==> src/hdl/egress_address_allowlist_filter_assert.svh <==
// Assertion macros for the egress allowlist filter.
// Used by the top level; relies on a clock named clk and reset named rst.
`ifndef EGRESS_ADDRESS_ALLOWLIST_FILTER_ASSERT_SVH
`define EGRESS_ADDRESS_ALLOWLIST_FILTER_ASSERT_SVH
// Same-cycle implication.
`define EAAF_ASSERT_NOW(lbl, ante, cons) \
  lbl: assert property (@(posedge clk) disable iff (rst) (ante) |-> (cons)) \
    else $error("assertion failed");
// Next-cycle implication.
`define EAAF_ASSERT_NEXT(lbl, ante, cons) \
  lbl: assert property (@(posedge clk) disable iff (rst) (ante) |=> (cons)) \
    else $error("assertion failed");
`endif

==> src/hdl/eaaf_pkg.sv <==
// Package for the egress allowlist filter: shared types and constants.
// No dependencies.
`timescale 1ns / 1ps
`default_nettype none
package eaaf_pkg;
  localparam int TableEntriesDefault = 4096;

  localparam logic OP_BYTE   = 1'b0;
  localparam logic OP_INSERT = 1'b1;

  localparam logic KIND_VERDICT = 1'b0;
  localparam logic KIND_ACK     = 1'b1;

  localparam logic [1:0] ST_ADDED   = 2'd0;
  localparam logic [1:0] ST_PRESENT = 2'd1;
  localparam logic [1:0] ST_FULL    = 2'd2;

  localparam logic [5:0]  FULL_POSITION = 6'd42;
  localparam logic [15:0] ETHERTYPE_IPV4 = 16'h0800;
  localparam logic [7:0]  PROTO_UDP = 8'd17;
  localparam logic [15:0] PORT_DNS = 16'd53;

  typedef enum logic [1:0] {
    S_IDLE,
    S_SCAN,
    S_RESP
  } ctrl_state_t;

  typedef struct packed {
    logic capture;
    logic start_scan;
    logic load_out;
  } dp_cmd_t;

  typedef struct packed {
    logic scan_busy;
    logic out_free;
  } dp_sts_t;
endpackage
`default_nettype wire

==> src/hdl/eaaf_ctrl.sv <==
// Controller for the egress allowlist filter: accept, scan, respond.
// Depends on eaaf_pkg.
`timescale 1ns / 1ps
`default_nettype none
module eaaf_ctrl
  import eaaf_pkg::*;
(
  input  wire logic    clk,
  input  wire logic    rst,
  input  wire logic    in_valid,
  output logic         in_stall,
  input  wire logic    operation,
  input  wire logic    frame_end,
  input  wire dp_sts_t sts,
  output dp_cmd_t      cmd
);
  ctrl_state_t state, state_next;
  logic accept, needs_result;

  assign accept = in_valid && (state == S_IDLE);
  assign needs_result = (operation == OP_INSERT) || frame_end;

  always_ff @(posedge clk) begin
    if (rst) begin
      state <= S_IDLE;
    end else begin
      state <= state_next;
    end
  end

  always_comb begin
    state_next = state;
    unique case (state)
      S_IDLE: begin
        if (accept && needs_result) state_next = S_SCAN;
      end
      S_SCAN: begin
        if (!sts.scan_busy) state_next = S_RESP;
      end
      S_RESP: begin
        if (sts.out_free) state_next = S_IDLE;
      end
      default: state_next = S_IDLE;
    endcase
  end

  always_comb begin
    in_stall = (state != S_IDLE);
    cmd.capture = accept;
    cmd.start_scan = accept && needs_result;
    cmd.load_out = (state == S_RESP) && sts.out_free;
  end
endmodule
`default_nettype wire

==> config.mk <==
export PLATFORM = sky130hd
export DESIGN_NAME = eaaf_ctrl
export DESIGN_NICKNAME = d
export VERILOG_FILES = /design/src/hdl/egress_address_allowlist_filter_assert.svh /design/src/hdl/eaaf_pkg.sv /design/src/hdl/eaaf_ctrl.sv
export SDC_FILE = /design/constraint.sdc
export NUM_CORES = 1
export LEC_CHECK = 0
export BUFFER_PORTS_ARGS = -buffer_cell sky130_fd_sc_hd__buf_2
export CAP_MARGIN = 0
export CORE_AREA = 4 4 41 43
export DETAILED_ROUTE_END_ITERATION = 16
export DIE_AREA = 0 0 45 47
export PLACE_DENSITY_LB_ADDON = 0.08
export SETUP_SLACK_MARGIN = 0.15
export SLEW_MARGIN = 20
export SYNTH_ARGS = -nofsm -noshare
export SYNTH_HDL_FRONTEND = slang
export SYNTH_SLANG_ARGS = --single-unit
==> constraint.sdc <==
create_clock -name clk -period 0.9 [get_ports clk]
set_input_delay 0.045 -clock clk [delete_from_list [all_inputs] [get_ports clk]]
set_output_delay 0.045 -clock clk [all_outputs]
set_load 0.01 [all_outputs]
==> results.md, run 1 <==
* Max-slew violation count at 0
* Biggest register: state
* Placed Area at 208 µm²
* RSZ-0062 raised after global routing: true
* TritonCTS buffer count at 3
* Synth Flop Type: dfxtp_1
* Worst setup margin at -0.288 ns
* All-layer global routing usage at 5.52%
* Core ar. at 1300 µm²
* Ranking of synthesized cells by area: dfxtp_1 31%, or3b_1 13%, o31ai_2 9.6%
* Count leader, synth: nor2_1
* Mean Syn Cell Area at 8.68 µm²
* Setup violators final at 6
* DPL Wire Length at 341 µm
* Placer Congestion at 0.590
* Final instance area at 251 µm²
* Commonest cells in the netlist: 3 x nor2_1, 2 x dfxtp_1, 2 x or3b_1
* Clk sinks at 2
* Beginning of the worst hold path: rst
* Sequential fraction of the synthesis area at 30.8%
* Critical path capture point type: output pin
* Clk_lat worst skew at 0.22 ns
* Via Count at 163
* First-pass DRT Iterations at 2
* Initial core utilization at 10.0%
* Synthesized area at 130 µm²
* Yosys top cell area share at 30.8%
* Net Count, Synth at 22
* YS warnings at 0
* CTS tree: done
* Synth Instances at 15
* Number of routed nets with antenna violations at 0
* Setup crit start kind: flip-flop
* Area growth from synthesis to layout at 93.3%
* CTS clk-pin slew, worst paths at 0.03 ns
* Setup TNS at -1.26 ns
* Leading registers by flop count: state (2)
* Final Non-Filler Cells at 46
* Antenna diode count at 0
* Pleak at 0.128 nW
* CP Class: reg2out
* Grt ovf at 0
* Outcome: complete, but fails checks
* CP required at 0.85 ns
* Post-layout min period at 1.19 ns
* CTS root buf: clkbuf_4
* Reg2reg start: state[1]
* Worst Skew at 0.00167 ns
* Slew @ Worst Pin at 0.226 ns
* Layout net count at 40
* Die ar. at 2120 µm²
* Placed Instances at 41
* Achievable Freq at 0.842 GHz
* Crit path from: state[1]
* Worst hold path class: in2reg
* Final Hold Viols at 0
* Max-Cap Viols at 0
* Yosys cell types at 11
* Seq cells post-synth at 2
* First-pass GRT wire length at 738 µm
* Pwr/cell area at 1550 nW/µm²
* Standard-cell rows at 13
* Failing checks: negative setup slack
* Slew margin rel. at 84.9%
* Clk buf depth at 2
* Setup WS pre-CTS at -0.119 ns
* CP Max Fanout at 5
* Post-synth EDFFs at 0
* Die height at 47 µm
* Post-Route WL at 447 µm
* Vias/cell at 3.54
* Share of cells above drive strength 1 at 74.2%
* Vias in the first global route at 191
* DRC viols at 0
* Routed len/inst at 9.72 µm
* Cell taking the most area after synthesis: dfxtp_1
* Peak supply drop at 0.000375 V
* Largest net degree at the start of global routing at 6
* Top Ports at 11
* CP Data Arrival Time at 1.14 ns
* H-tree depth at 1
* FFs w/ async S/R, synth at 0%
* Initial antenna violation count at 0
* Starting DRT DRC Count at 1
* Port Buffer Count at 10
* Tcrit/Tclk final at 132%
* Max reg flops at 2
* Die width at 45 µm
## where the power goes
group / leakage, nW / total, W / internal (W) / switching [W]
logic: 0.0971 / 0.0000927 / 0.0000540 / 0.0000388
registers: 0.0172 / 0.000100 / 0.0000964 / 0.00000382
clock network: 0.0138 / 0.000197 / 0.000147 / 0.0000502
## layout make-up
class	instances	area [µm²]
multi-input combinational	11	83.8
timing repair buffer	14	80.1
inverter	1	3.75
fill	164	1050
sequential	2	42.5
clock buffer	3	22.5
tap	15	18.8
## cell usage in the layout (no fill, tap or decap), drive strengths merged
master	count
buf	14
clkbuf	3
nor2	3
or3b	3
dfxtp	2
or2	1
nand2	1
inv	1
a21oi	1
or4bb	1
o31ai	1
## worst max-delay path: stages (launching register included)
cell	delay [ns]
dfxtp_2	0.32
or3b_4	0.39
nor2_2	0.08
buf_2	0.13
## kinds of logic after synthesis
group | Yosys count | share of synthesized area, %
simple gates | 9 | 47.1
flops | 2 | 30.8
compound gates | 2 | 13.5
buf+inv | 2 | 8.65
## through the flow
stage          hold WS [ns]  utilization (%)  total power, W
4_1_cts             0.00634             18.9        0.000403
2_1_floorplan         0.107                -        0.000144
3_3_place_gp          0.244             16.0        0.000179
3_5_place_dp          0.243             16.0        0.000180
6_report             0.0157             19.3        0.000390
5_1_grt              0.0161             19.3        0.000421
## worst paths after layout
kind	depth (start not counted)	end	slack [ns]
max reg2reg	3	state[0]	-0.23
min reg2reg	2	state[1]	0.55
max	3	cmd[1]	-0.29
min	2	state[1]	0.02
## layer usage
metal  routed length, µm  global-route usage (%)  up-vias
met5                   0                       0        -
met4                   0                    8.77        0
met3                  43                    2.68        0
met2                 246                    7.63        7
met1                 157                    4.75       73
li1                    -                       -       83
## timing repair
| item | in CTS | in global routing |
|---|---|---|
| pin swaps | 5 | 1 |
| setup endpoints to repair | 6 | 6 |
| resized for setup | 1 | 2 |
| setup buffers | 2 | 0 |
| hold endpoints to repair | 0 | 0 |
| hold buffers | 0 | 0 |
Note: power is estimated with default switching activity, not from simulation.
==> run 2, diff against run 1 <==
ABC_AREA = 1   (was default)
==> results.md, run 2 <==
* Outcome: complete, but fails checks
* Failing checks: negative setup slack
* Commonest cells after routing, fill and taps aside: 9 x buf_2, 4 x inv_1, 3 x inv_2, 3 x clkbuf_4, 3 x buf_4
* All-layer global routing usage at 4.57%
* Worst setup margin at -0.0566 ns
* Max-slew violation count at 0
* CP Data Arrival Time at 0.91 ns
* DPL Wire Length at 296 µm
* Synth Flop Type: dfxtp_1
* Crit path from: state[0]
* Slew margin rel. at 90.3%
* Mean Syn Cell Area at 6.49 µm²
* Max reg flops at 2
* Die ar. at 2120 µm²
* Placer Congestion at 0.593
* Ranking of synthesized cells by area: dfxtp_1 29%, inv_1 19%, nand3_2 7.3%
* Peak supply drop at 0.000584 V
* Standard-cell rows at 13
* Die height at 47 µm
* Yosys cell types at 12
* Die width at 45 µm
* Pwr/cell area at 1380 nW/µm²
* Setup WS pre-CTS at 0.0923 ns
* Synth Instances at 21
* Core ar. at 1300 µm²
* Setup violators final at 4
* Clk_lat worst skew at 0.22 ns
* Max-Cap Viols at 0
* Cell taking the most area after synthesis: dfxtp_1
* CTS root buf: clkbuf_4
* First-pass GRT wire length at 621 µm
* Setup crit start kind: flip-flop
* Vias/cell at 3.30
* Sequential fraction of the synthesis area at 29.4%
* Antenna diode count at 0
* Routed len/inst at 7.28 µm
* Net Count, Synth at 28
* Biggest register: state
* Count leader, synth: inv_1
* Placed Area at 199 µm²
* Via Count at 175
* YS warnings at 0
* Area growth from synthesis to layout at 110%
* Worst Skew at 0.000535 ns
* Placed Instances at 45
* Clk buf depth at 2
* Post-synth EDFFs at 0
* Multi-input gate area at 73.8 µm²
* Initial core utilization at 10.5%
* Final Non-Filler Cells at 53
* Worst hold path class: in2reg
* CP required at 0.85 ns
* Beginning of the worst hold path: sts[0]
* Share of cells above drive strength 1 at 71.1%
* Slew @ Worst Pin at 0.144 ns
* Vias in the first global route at 154
* Crit path max-delay family: flip-flops
* Grt ovf at 0
* CTS clk-pin slew, worst paths at 0.03 ns
* Commonest cells in the netlist: 7 x inv_1, 2 x dfxtp_1, 2 x nand2_1, 2 x nor2_1
* Bufs and invs on worst path at 2
* Leading registers by flop count: state (2)
* Top Ports at 11
* Slowest CP cell: dfxtp_4
* Starting DRT DRC Count at 0
* Reg2reg start: state[0]
* Synthesized area at 136 µm²
* Clk sinks at 2
* Number of routed nets with antenna violations at 0
* First-pass DRT Iterations at 1
* Pwr Total at 0.000395 W
* Initial antenna violation count at 0
* DRC viols at 0
* Achievable Freq at 1.05 GHz
* RSZ-0062 raised after global routing: true
* H-tree depth at 1
* CP Class: reg2out
* Critical path capture point type: output pin
* Post-layout min period at 0.957 ns
* Seq cells post-synth at 2
* FFs w/ async S/R, synth at 0%
* Post-Route WL at 386 µm
* Largest stage delay on the critical path at 0.35 ns
* Pleak at 0.157 nW
* CP Max Fanout at 4
* Most common cell after layout, fill and taps aside: buf_2
* Yosys top cell area share at 29.4%
* Tcrit/Tclk final at 106%
* Final Hold Viols at 0
* Final instance area at 287 µm²
* CTS tree: done
* Layout net count at 47
* TritonCTS buffer count at 3
* Largest net degree at the start of global routing at 6
* Port Buffer Count at 10
* Sequential Area at 45.0 µm²
* Number of fill cells at 160
* Cells along the critical path: nor2_4 > nand3_2 > inv_2 > buf_6
-- run 2: changes by cell type in the layout (fill, tap and decap cells not counted), sizes merged --
cell | before | now
nand3 | 0 | 2
inv | 1 | 7
nand3b | 0 | 1
o31ai | 1 | 0
dlygate4sd3 | 0 | 1
nand2 | 1 | 2
or2 | 1 | 0
or4bb | 1 | 0
or3b | 3 | 0
a21oi | 1 | 2
nor3 | 0 | 1
-- run 2: path summary, 6_finish.rpt --
check	end	slack, ns	cells after the start
worst min-delay path	state[1]	0.10	4
worst max-delay path	cmd[1]	-0.06	4
worst min register to register	state[0]	0.53	2
worst max register to register	state[0]	-0.06	5
-- run 2: power breakdown --
group / switching, W / internal, W
clock network: 0.0000450 / 0.000147
logic: 0.0000443 / 0.0000571
registers: 0.00000701 / 0.0000948
-- run 2: cell type report --
cell class / instances / share of cell area, %
clock buffers: 3 / 7.86
inverters: 7 / 9.17
repair buffers: 15 / 34.9
well taps: 15 / 6.55
flip-flops and latches: 2 / 15.7
multi-input cells: 11 / 25.8
-- run 2: what timing repair did --
item,CTS,global route
buffers inserted,2,2
cloned,0,0
setup endpoints to repair,5,6
pin swaps,6,5
resized for setup,4,5
hold buffers,1,0
endpoints found under the hold margin,1,0
-- run 2: worst reg2reg max path, stage by stage (launching register included) --
cell     delay [ns]
dfxtp_4        0.35
nor2_4         0.10
nand3_2        0.10
buf_4          0.13
buf_4          0.12
a21oi_2        0.09
-- run 2: metrics by stage --
step / util (%) / hold slack [ns] / TNS [ns]
2_1_floorplan: - / 0.100 / 0
3_3_place_gp: 15.3 / 0.225 / 0
3_5_place_dp: 15.3 / 0.223 / 0
4_1_cts: 19.7 / 0.0821 / -0.237
5_1_grt: 22.0 / 0.104 / -0.478
6_report: 22.0 / 0.103 / -0.203
-- run 2: metal layers --
layer,share of wire [%],GRT usage [%],vias to the layer above
met5,0,0,-
li1,-,-,96
met2,58,6.50,2
met1,39,3.84,77
met4,0,5.26,0
met3,3.1,3.45,0
-- run 2: cell families after synthesis --
kind of cell | synth area share (%)
buffers and inverters | 24.8
AND/OR/NAND/NOR | 35.8
flip-flops | 29.4
AO/OA/AOI/OAI | 10.1
